--- config.mk ---
export PLATFORM = sky130hd
export DESIGN_NAME = chte_ctrl
export DESIGN_NICKNAME = d
export VERILOG_FILES = /design/src/hw/rtl/chte_pkg.sv /design/src/hw/rtl/chte_ctrl.sv
export SDC_FILE = /design/constraint.sdc
export NUM_CORES = 1
export LEC_CHECK = 0
export BUFFER_PORTS_ARGS = -buffer_cell sky130_fd_sc_hd__buf_2
export CAP_MARGIN = 20
export CORE_MARGIN = 2
export CORE_UTILIZATION = 35
export CTS_CLUSTER_DIAMETER = 60
export DETAILED_ROUTE_END_ITERATION = 6
export GPL_ROUTABILITY_DRIVEN = 1
export MAX_ROUTING_LAYER = met4
export PLACE_DENSITY = 0.67
export SLEW_MARGIN = 20
export SYNTH_ARGS = -nofsm -noshare
export SYNTH_HDL_FRONTEND = slang
export SYNTH_SLANG_ARGS = --single-unit
--- constraint.sdc ---
create_clock -name i_clk -period 2.05 [get_ports i_clk]
set_input_delay 0.3075 -clock i_clk [delete_from_list [all_inputs] [get_ports i_clk]]
set_output_delay 0.3075 -clock i_clk [all_outputs]
set_load 0.05 [all_outputs]
--- src/hw/rtl/chte_pkg.sv ---
// shared types and codes for the chained hash table engine
`timescale 1ns / 1ps

package chte_pkg;

    localparam int HASH_W  = 32;
    localparam int CHAR_W  = 8;
    localparam int BCFG_W  = 7;
    localparam int PCFG_W  = 13;
    localparam int CFGI_W  = 1;

    // request types
    localparam logic [1:0] REQ_INSERT = 2'd0;
    localparam logic [1:0] REQ_LOOKUP = 2'd1;
    localparam logic [1:0] REQ_REMOVE = 2'd2;

    // result status codes
    localparam logic [1:0] STAT_OK   = 2'd0;
    localparam logic [1:0] STAT_MISS = 2'd1;
    localparam logic [1:0] STAT_FULL = 2'd2;

    // configuration register indexes
    localparam logic [CFGI_W-1:0] CFG_BUCKETS = 1'b0;
    localparam logic [CFGI_W-1:0] CFG_POOL    = 1'b1;

    // controller to datapath commands
    typedef struct packed {
        logic       hash_upd;
        logic       div_ld_bkt;
        logic       div_ld_pool;
        logic       div_step;
        logic       bkt_save;
        logic       scan_rd;
        logic       alloc_wr;
        logic       cur_from_head;
        logic       advance;
        logic       head_wr_slot;
        logic       link_wr;
        logic       unlink;
        logic       clr;
        logic       finish;
        logic       found_sel;
        logic [1:0] status;
    } t_dp_cmd;

    // datapath to controller status
    typedef struct packed {
        logic       clr_done;
        logic       div_done;
        logic       used_q;
        logic       tries_done;
        logic       head_nil;
        logic       next_nil;
        logic       key_match;
        logic [1:0] req;
    } t_dp_stat;

endpackage

--- src/hw/rtl/chte_ctrl.sv ---
// controller state machine sequencing hash, remainder, scan and chain walk
`timescale 1ns / 1ps

module chte_ctrl (
    input  logic               i_clk,
    input  logic               i_rst_n,
    input  logic               i_start,
    input  logic               i_key_last,
    input  chte_pkg::t_dp_stat i_stat,
    output chte_pkg::t_dp_cmd  o_cmd,
    output logic               o_busy
);

    typedef enum logic [3:0] {
        S_CLEAR,
        S_IDLE,
        S_DIV_B,
        S_DIV_P,
        S_SCAN_RD,
        S_SCAN_CHK,
        S_ALLOC,
        S_HEAD_RD,
        S_HEAD_CHK,
        S_NODE_RD,
        S_NODE_CHK
    } t_state;

    t_state r_state;
    t_state n_state;
    logic   r_busy;
    logic   is_ins;

    assign is_ins = (i_stat.req == chte_pkg::REQ_INSERT);

    // next state and commands
    always_comb begin
        o_cmd   = '0;
        n_state = r_state;
        case (r_state)
            S_CLEAR: begin
                o_cmd.clr = 1'b1;
                if (i_stat.clr_done) begin
                    n_state = S_IDLE;
                end
            end
            S_IDLE: begin
                if (i_start) begin
                    o_cmd.hash_upd = 1'b1;
                    if (i_key_last) begin
                        o_cmd.div_ld_bkt = 1'b1;
                        n_state          = S_DIV_B;
                    end
                end
            end
            S_DIV_B: begin
                if (!i_stat.div_done) begin
                    o_cmd.div_step = 1'b1;
                end else begin
                    o_cmd.bkt_save = 1'b1;
                    if (is_ins) begin
                        o_cmd.div_ld_pool = 1'b1;
                        n_state           = S_DIV_P;
                    end else if (i_stat.req inside {chte_pkg::REQ_LOOKUP,
                                                    chte_pkg::REQ_REMOVE}) begin
                        n_state = S_HEAD_RD;
                    end else begin
                        o_cmd.finish = 1'b1;
                        o_cmd.status = chte_pkg::STAT_MISS;
                        n_state      = S_IDLE;
                    end
                end
            end
            S_DIV_P: begin
                if (!i_stat.div_done) begin
                    o_cmd.div_step = 1'b1;
                end else begin
                    n_state = S_SCAN_RD;
                end
            end
            S_SCAN_RD: begin
                o_cmd.scan_rd = 1'b1;
                n_state       = S_SCAN_CHK;
            end
            S_SCAN_CHK: begin
                if (!i_stat.used_q) begin
                    n_state = S_ALLOC;
                end else if (i_stat.tries_done) begin
                    o_cmd.finish = 1'b1;
                    o_cmd.status = chte_pkg::STAT_FULL;
                    n_state      = S_IDLE;
                end else begin
                    n_state = S_SCAN_RD;
                end
            end
            S_ALLOC: begin
                o_cmd.alloc_wr = 1'b1;
                n_state        = S_HEAD_RD;
            end
            S_HEAD_RD: begin
                n_state = S_HEAD_CHK;
            end
            S_HEAD_CHK: begin
                if (i_stat.head_nil) begin
                    o_cmd.finish = 1'b1;
                    n_state      = S_IDLE;
                    if (is_ins) begin
                        o_cmd.head_wr_slot = 1'b1;
                        o_cmd.status       = chte_pkg::STAT_OK;
                    end else begin
                        o_cmd.status = chte_pkg::STAT_MISS;
                    end
                end else begin
                    o_cmd.cur_from_head = 1'b1;
                    n_state             = S_NODE_RD;
                end
            end
            S_NODE_RD: begin
                n_state = S_NODE_CHK;
            end
            S_NODE_CHK: begin
                if (is_ins) begin
                    // append at the tail of the chain
                    if (i_stat.next_nil) begin
                        o_cmd.link_wr = 1'b1;
                        o_cmd.finish  = 1'b1;
                        o_cmd.status  = chte_pkg::STAT_OK;
                        n_state       = S_IDLE;
                    end else begin
                        o_cmd.advance = 1'b1;
                        n_state       = S_NODE_RD;
                    end
                end else if (i_stat.key_match) begin
                    o_cmd.unlink    = (i_stat.req == chte_pkg::REQ_REMOVE);
                    o_cmd.found_sel = (i_stat.req == chte_pkg::REQ_LOOKUP);
                    o_cmd.finish    = 1'b1;
                    o_cmd.status    = chte_pkg::STAT_OK;
                    n_state         = S_IDLE;
                end else if (i_stat.next_nil) begin
                    o_cmd.finish = 1'b1;
                    o_cmd.status = chte_pkg::STAT_MISS;
                    n_state      = S_IDLE;
                end else begin
                    o_cmd.advance = 1'b1;
                    n_state       = S_NODE_RD;
                end
            end
            default: begin
                n_state = S_IDLE;
            end
        endcase
    end

    // state and busy flag
    always_ff @(posedge i_clk) begin
        if (!i_rst_n) begin
            r_state <= S_CLEAR;
            r_busy  <= 1'b1;
        end else begin
            r_state <= n_state;
            r_busy  <= (n_state != S_IDLE);
        end
    end

    assign o_busy = r_busy;

endmodule

==> impl_metrics.toml, run 1 <==
[run_status]
status = "complete, no violations"

[worst_setup_path]
path_delay_family = "flip-flops"
critPathSlowestCell = "dfxtp_2"
critical_path.startpoint_type = "register"
end_kind = "output pin"
cp.required_ns = 1.74
critPathBufInv = 1
worst-setup-path-type = "reg2out"
arrival_ns = 1.60
slowest_delay_ns = 0.45
crit_chain = "and4bb_2 -> nand2_1 -> o21a_1 -> o21ai_1 -> clkbuf_4"
cp_max_fo = 12

[power_and_ir_drop]
leakage_uw = 0.000434
p_seq_share_pct = 30.1
p_clk_share_pct = 29.3
totalPowerFinal_uw = 400
switching_share_pct = 39.4
powerDensity_nw_per_um2 = 464
pwr-share-comb_pct = 40.6
max-vdd-ir-drop_v = 0.000193
switchingPower_uw = 157
internal_power_uw = 242

[synthesis]
yosys_warnings = 0
netlist_area_um2 = 629
synthArstFlopShare_pct = 0
synth_edf_count = 0
synth_area_per_cell_um2 = 7.58
syn_inst = 83
ys_types = 32
synthFlopType = "dfxtp_1"
seq_area_frac_synth_pct = 15.9
synth-seq-cells = 5
syn-num-nets = 101

[clock_tree]
clk_pin_slew_ns = 0.05
cts_tree = "built"
postCtsSetupBuffers = 0
clk_latency_ns = 0.25
cts_root_buf = "clkbuf_4"
cts_buffers = 3
clockBufferDepth = 2
hold_buffers = 0
cts_max_level = 1
cts_sinks = 5

[drt]
post_drt_via_cell_ratio = 4.92
totalWireLength_um = 1610
ant_nets = 0
wl_per_cell_um = 11.3
drc_errors = 0
via_count = 698
drt-initial-drc-count = 16
drtPass1Iterations = 4

[die]
rows = 15
io_pins = 31
coreArea_um2 = 1710
die_w_um = 46.4
start_util_pct = 36.8
die-area_um2 = 2150
die_h_um = 46.4

[sta]
post-route-period-util_pct = 92.9
fmax_ghz = 0.525
final-max-slew-violation-count = 0
finalSetupTns_ns = 0
grt_setup_unrepaired = "no"
hold_viol_final = 0
holdWs_ns = 0.359
worst_pin_slew_ns = 0.255
worst_clock_skew_ns = 0.0118
setup_viol = 0
min_period_ns = 1.90
relSlewSlack_pct = 82.9

[cells_and_area]
post-route-util_pct = 50.4
num-nets-final = 136
diodes = 0
ff_latch_area_um2 = 105
fillerInstances = 169
syn2layout_area_growth_pct = 36.8
layout-drive-gt1-share_pct = 43.6
postLayoutCellArea_um2 = 861
multi_input_area_um2 = 497

[place]
placed_cell_area_um2 = 825
portBuffers = 30
gp_congestion = 0.868
dpl.hpwl_um = 1300

[grt]
grt_pass1_wl_um = 2500
antenna_found_initial = 0
grt_pass1_vias = 604
grt.total_usage_pct = 16.5
grt_start_max_net_pins = 13
grt_overflow = 0

[run]
drv_cap = 0

[hold_path]
hp-class = "in2reg"
worst register-to-register path, stage by stage (launching register included):
cell	delay [ns]
dfxtp_2	0.42
buf_4	0.17
and4bb_2	0.24
a221oi_2	0.30
nand4_1	0.12
flip-flops by register name (all words and copies together) (netlist names):
signal	count
o_busy	1
r_state	4
metrics by stage:
step | worst slack, ns | cells
after global placement | 0.287 | 138
after detailed placement | 0.280 | 138
final | 0.145 | 142
after CTS | 0.000694 | 142
after floorplan | -0.0897 | 83
after global routing | 0.00697 | 142
cell families after synthesis:
| logic type | synth area share (%) |
|---|---|
| AOI/OAI and AO/OA | 16.9 |
| adders and majority gates | 9.94 |
| buffers and inverters | 8.35 |
| DFF | 15.9 |
| muxes | 3.98 |
| and+or+nand+nor | 44.9 |
layout make-up:
cell class	instances	share of cell area, %
clock buffers	4	3.05
inverters	5	2.18
multi-input cells	69	57.7
flip-flops and latches	5	12.2
well taps	25	3.63
repair buffers	34	21.2
Yosys cell counts, types with 2 or more instances:
cell type / count / area, µm²
dfxtp_1: 5 / 100
buf_4: 3 / 22.5
o21ai_0: 2 / 10.0
and3_1: 5 / 31.3
a21oi_1: 2 / 10.0
and2_1: 3 / 18.8
ha_1: 5 / 62.6
inv_1: 5 / 18.8
nor2b_1: 6 / 37.5
nand3_1: 2 / 10.0
nand2_1: 7 / 26.3
nor2_1: 8 / 30.0
nor3_1: 2 / 10.0
nor4_1: 2 / 12.5
nand4_1: 3 / 18.8
nand2b_1: 5 / 31.3
and4bb_2: 2 / 25.0
o21a_1: 2 / 15.0
layer usage:
metal	part of all wire, %	GRT usage, %	wire [µm]
met5	0	-	0
met3	6.7	2.75	108
met2	45	26.7	728
met4	1.2	5.71	19
met1	47	20.5	753
power by group through the flow:
stage	Sequential (µW)	Clock (µW)	Combinational, µW
2_1_floorplan	126	0	111
4_1_cts	119	120	163
3_3_place_gp	121	0	162
5_1_grt	122	131	175
3_5_place_dp	120	0	162
6_report	120	117	162
worst paths after layout:
check             start         end  slack, ns  depth (start not counted)
min           i_stat[5]  r_state[0]       0.36                          3
max reg2reg  r_state[1]      o_busy       0.66                          4
max          r_state[3]    o_cmd[0]       0.15                          5
min reg2reg  r_state[1]  r_state[3]       0.72                          3
layout by cell type (no fill, tap or decap), types with 2 or more instances in the layout:
| master | count |
|---|---|
| buf_2 | 29 |
| nor2_1 | 7 |
| nand2_1 | 7 |
| nor2b_1 | 6 |
| inv_1 | 5 |
| and3_1 | 5 |
| nand2b_1 | 5 |
| ha_1 | 5 |
| clkbuf_4 | 4 |
| buf_4 | 4 |
| dfxtp_2 | 4 |
| and2_1 | 3 |
| nand4_1 | 3 |
| nor4_2 | 2 |
| and4bb_2 | 2 |
| nand3_1 | 2 |
| o21a_1 | 2 |
| a21oi_1 | 2 |
what timing repair did:
item | 4_1_cts | 5_1_grt
setup endpoints to repair | 0 | 5
endpoints found under the hold margin | 0 | 0
gates resized for setup | 0 | 6
Power figures use the tool's default switching activity.
==> inputs of run 2 (changes only) <==
- CORE_UTILIZATION: 35 -> 48
- PLACE_DENSITY: 0.67 -> 0.86
==> run 2 against run 1 <==
Worst hold slack better by 0.018 ns. Final area is 1.3% lower. Critical path depth is 1 higher. Global-route usage is 6.6 points higher. Setup slack worse by 0.028 ns. Clock power is 4% lower. Routed wire length is 1.4% higher. Highest routed layer is now met3.
==> impl_metrics.toml, run 2 (synthesis results as in run 1) <==
[run_status]
status = "complete, no violations"

[clock_tree]
cts_root_buf = "clkbuf_4"
cts_max_level = 1
clk_latency_ns = 0.24
clockBufferDepth = 2
clk_pin_slew_ns = 0.04
cts_buffers = 3
postCtsSetupBuffers = 0
hold_buffers = 0
cts-resized-gates = 0
cts_sinks = 5
cts_tree = "built"

[power_and_ir_drop]
max-vdd-ir-drop_v = 0.000251
powerDensity_nw_per_um2 = 461
leakage_uw = 0.000436
totalPowerFinal_uw = 392

[grt]
grt.total_usage_pct = 23.1
grt_pass1_vias = 610
grt_pass1_wl_um = 2460
antenna_found_initial = 0
grt_overflow = 0
grt_start_max_net_pins = 13

[worst_setup_path]
reg2reg_depth = 5
r2r-start = "r_state[2]"
cp.required_ns = 1.74
cp_max_fo = 12
arrival_ns = 1.63
r2r_end = "o_busy"
end_kind = "output pin"
worst-setup-path-type = "reg2out"
rrSetupSlack_ns = 0.63
critical_path.startpoint_type = "register"

[cells_and_area]
regMostFlops = "r_state"
multi_input_area_um2 = 494
layout-drive-gt1-share_pct = 40.7
final_cell_mix = "29 x buf_2, 8 x nor2_1, 7 x nand2_1"
num-nets-final = 137
diodes = 0
finalNonFillerCells = 133
fillerInstances = 119
syn2layout_area_growth_pct = 35.0
ff_latch_area_um2 = 101
post-route-util_pct = 67.0
largest_reg_flops = 4
final_common_cell = "buf_2"

[hold_path]
hp-class = "in2reg"
whs_endpoint = "r_state[3]"
min_from = "i_rst_n"
min_path_cells = 2

[die]
io_pins = 31
die_w_um = 40.2
die_h_um = 40.2
start_util_pct = 49.6
coreArea_um2 = 1270
die-area_um2 = 1620
rows = 13

[sta]
post-route-period-util_pct = 94.3
holdWs_ns = 0.378
relSlewSlack_pct = 77.8
hold_viol_final = 0
setup_viol = 0
worst_clock_skew_ns = 0.00215
fmax_ghz = 0.517
worst_pin_slew_ns = 0.332
final-max-slew-violation-count = 0
grt_setup_unrepaired = "no"
min_period_ns = 1.93

[drt]
ant_nets = 0
totalWireLength_um = 1630
drc_errors = 0
post_drt_via_cell_ratio = 5.44
drt-initial-drc-count = 8
wl_per_cell_um = 12.3
via_count = 723
drtPass1Iterations = 4

[place]
gp_congestion = 0.820
placed_cells = 129
portBuffers = 30
dpl.hpwl_um = 1300

[run]
drv_cap = 0
## run 2: layout make-up
type | instances | share of cell area, %
timing repair buffer | 35 | 22.4
tap | 15 | 2.21
clock buffer | 4 | 3.09
multi-input combinational | 69 | 58.2
inverter | 5 | 2.21
sequential | 5 | 11.9
## run 2: routing by layer
layer | track usage, % | vias to the layer above | routed length [µm]
met1 | 28.2 | 324 | 740
met3 | 3.33 | 0 | 110
li1 | - | 364 | -
met5 | - | - | 0
met4 | 2.50 | 0 | 0
met2 | 41.1 | 35 | 781
## run 2: worst max-delay path: stages (launching register included)
cell and delay (ns):
dfxtp_1 0.33, buf_4 0.19, or2b_1 0.27, nor3_2 0.22, a21oi_1 0.07, nand3_1 0.08, clkbuf_4 0.23
## run 2: worst max-delay path by stage
stage / to / slack, ns / start / cells past startpoint
after floorplan: o_cmd[3] / -0.09 / r_state[2] / 5
after global placement: o_cmd[0] / 0.35 / r_state[3] / 5
after detailed placement: o_cmd[2] / 0.30 / i_stat[0] / 7
after CTS: o_cmd[3] / 0.09 / r_state[1] / 6
after global routing: o_cmd[0] / 0.009 / r_state[2] / 5
final: o_cmd[3] / 0.12 / r_state[1] / 6
## run 2: stage by stage
step | setup slack [ns] | TNS, ns | cell area [µm²]
3_3_place_gp | 0.354 | 0 | 820
2_1_floorplan | -0.0897 | -0.0897 | 647
6_report | 0.117 | 0 | 850
5_1_grt | 0.00921 | 0 | 850
4_1_cts | 0.0900 | 0 | 846
3_5_place_dp | 0.295 | 0 | 820
## run 2: power breakdown
part           switching [µW]  internal [µW]  leakage (µW)  total [µW]
Sequential               6.37            106     0.0000414         112
Combinational             109           58.6      0.000380         167
Clock                    38.9           73.5     0.0000150         112
==> inputs of run 3 (changes only) <==
- CORE_UTILIZATION: 48 -> 40
- PLACE_DENSITY: 0.86 -> 0.77
- clock period: 2.05 -> 1.56 ns (I/O delays scaled with it)
==> run 3 against run 2 <==
The flow now finishes with violations (negative setup slack). Critical endpoint is now o_cmd[2]. Sequential share of layout area fell by 3.4 points. Cell count rose by 12%. Utilization up 17 points.
==> impl_metrics.toml, run 3 (synthesis results as in run 1) <==
[run_status]
status = "complete, but fails checks"
violations = "negative setup slack"

[clock_tree]
cts_max_level = 1
cts_buffers = 3
cts_sinks = 5
cts_tree = "built"
clk_latency_ns = 0.25
clockBufferDepth = 2
clk_pin_slew_ns = 0.04
cts_root_buf = "clkbuf_4"

[sta]
fmax_ghz = 0.578
relSlewSlack_pct = 82.7
post-route-period-util_pct = 111
finalSetupTns_ns = -1.01
hold_viol_final = 0
worst_pin_slew_ns = 0.260
final-max-slew-violation-count = 0
grt_setup_unrepaired = "yes"
worst_clock_skew_ns = 0.000460
setup_viol = 12
fin_ws_ns = -0.169
min_period_ns = 1.73

[worst_setup_path]
worst-setup-path-type = "reg2out"
arrival_ns = 1.50
critPathSlowestCell = "dfxtp_2"
crit_chain = "nor2b_2 -> buf_4 -> nand2_1 -> nor2_1 -> and2_1 -> buf_4"
end_kind = "output pin"
cp_max_fo = 7
slowest_delay_ns = 0.39
reg2reg_depth = 4
cp.required_ns = 1.33
r2r_end = "o_busy"
cpMostUsedCell = "buf_4"
critical_path.startpoint_type = "register"
rrSetupSlack_ns = 0.07
r2r-start = "r_state[1]"

[cells_and_area]
fillerInstances = 80
final_common_cell = "buf_6"
post-route-util_pct = 84.4
diodes = 0
syn2layout_area_growth_pct = 99.6
ff_latch_area_um2 = 108
num-nets-final = 152
largest_reg_flops = 4
regMostFlops = "r_state"
layout-drive-gt1-share_pct = 65.4
multi_input_area_um2 = 634
postLayoutCellArea_um2 = 1260
final_cell_mix = "17 x buf_6, 14 x buf_2, 13 x buf_4"

[drt]
wl_per_cell_um = 16.5
ant_nets = 0
totalWireLength_um = 2450
via_count = 859
drt-initial-drc-count = 31
drc_errors = 0
post_drt_via_cell_ratio = 5.77
drtPass1Iterations = 4

[run]
drv_cap = 0

[hold_path]
min_path_cells = 2
whs_endpoint = "r_state[3]"
min_from = "i_rst_n"
hp-class = "in2reg"

[grt]
grt.total_usage_pct = 26.6
grt_pass1_vias = 836
grt_overflow = 0
grt_pass1_wl_um = 3660
grt_start_max_net_pins = 11
antenna_found_initial = 0

[power_and_ir_drop]
totalPowerFinal_uw = 634
max-vdd-ir-drop_v = 0.000336
leakage_uw = 0.000573
powerDensity_nw_per_um2 = 504

[die]
rows = 14
coreArea_um2 = 1490
io_pins = 31
die_h_um = 43.7
start_util_pct = 42.3
die-area_um2 = 1910
die_w_um = 43.7

[place]
portBuffers = 30
dpl.hpwl_um = 1500
gp_congestion = 0.913
placed_cell_area_um2 = 958
## run 3: where the power goes
group | internal [µW] | switching, µW
sequential | 141 | 10.9
clock | 96.9 | 56.3
combinational | 146 | 182
## run 3: layer usage
layer	vias up	GRT usage, %	wire, µm
met5	-	-	0
met1	415	31.3	999
met2	40	45.0	1250
met3	10	2.92	124
met4	0	12.1	82
li1	394	-	-
## run 3: critical path, delay by kind of cell (launching register included)
kind,cells,cell delay (ns)
AND/OR/NAND/NOR,4,0.52
flip-flops,1,0.39
buffers and inverters,2,0.33
## run 3: what timing repair did
item,in CTS,in global routing
setup endpoints to repair,16,17
pin swaps,4,7
hold endpoints to repair,0,0
setup buffers,1,2
hold buffers,0,0
gates resized for setup,42,30
## run 3: layout make-up
cell class,instances,share of cell area [%]
sequential,5,8.57
multi-input combinational,69,50.5
timing repair buffer,50,35.8
tap,16,1.59
inverter,5,1.49
clock buffer,4,2.09
## run 3: worst max path at each step
stage	start	end	slack (ns)	cells after the start
floorplan	r_state[2]	o_cmd[3]	-0.35	5
global placement	i_stat[1]	o_cmd[2]	0.04	7
detailed placement	r_state[1]	o_cmd[0]	0.02	5
CTS	r_state[1]	o_cmd[5]	-0.13	6
global route	r_state[1]	o_cmd[2]	-0.25	6
finish	r_state[1]	o_cmd[2]	-0.17	6
## run 3: metrics by stage
step / instances / hold WS (ns) / worst slack [ns]
5_1_grt: 149 / 0.294 / -0.247
2_1_floorplan: 83 / 0.362 / -0.348
3_5_place_dp: 142 / 0.544 / 0.0169
4_1_cts: 147 / 0.284 / -0.130
6_report: 149 / 0.300 / -0.169
3_3_place_gp: 142 / 0.536 / 0.0439
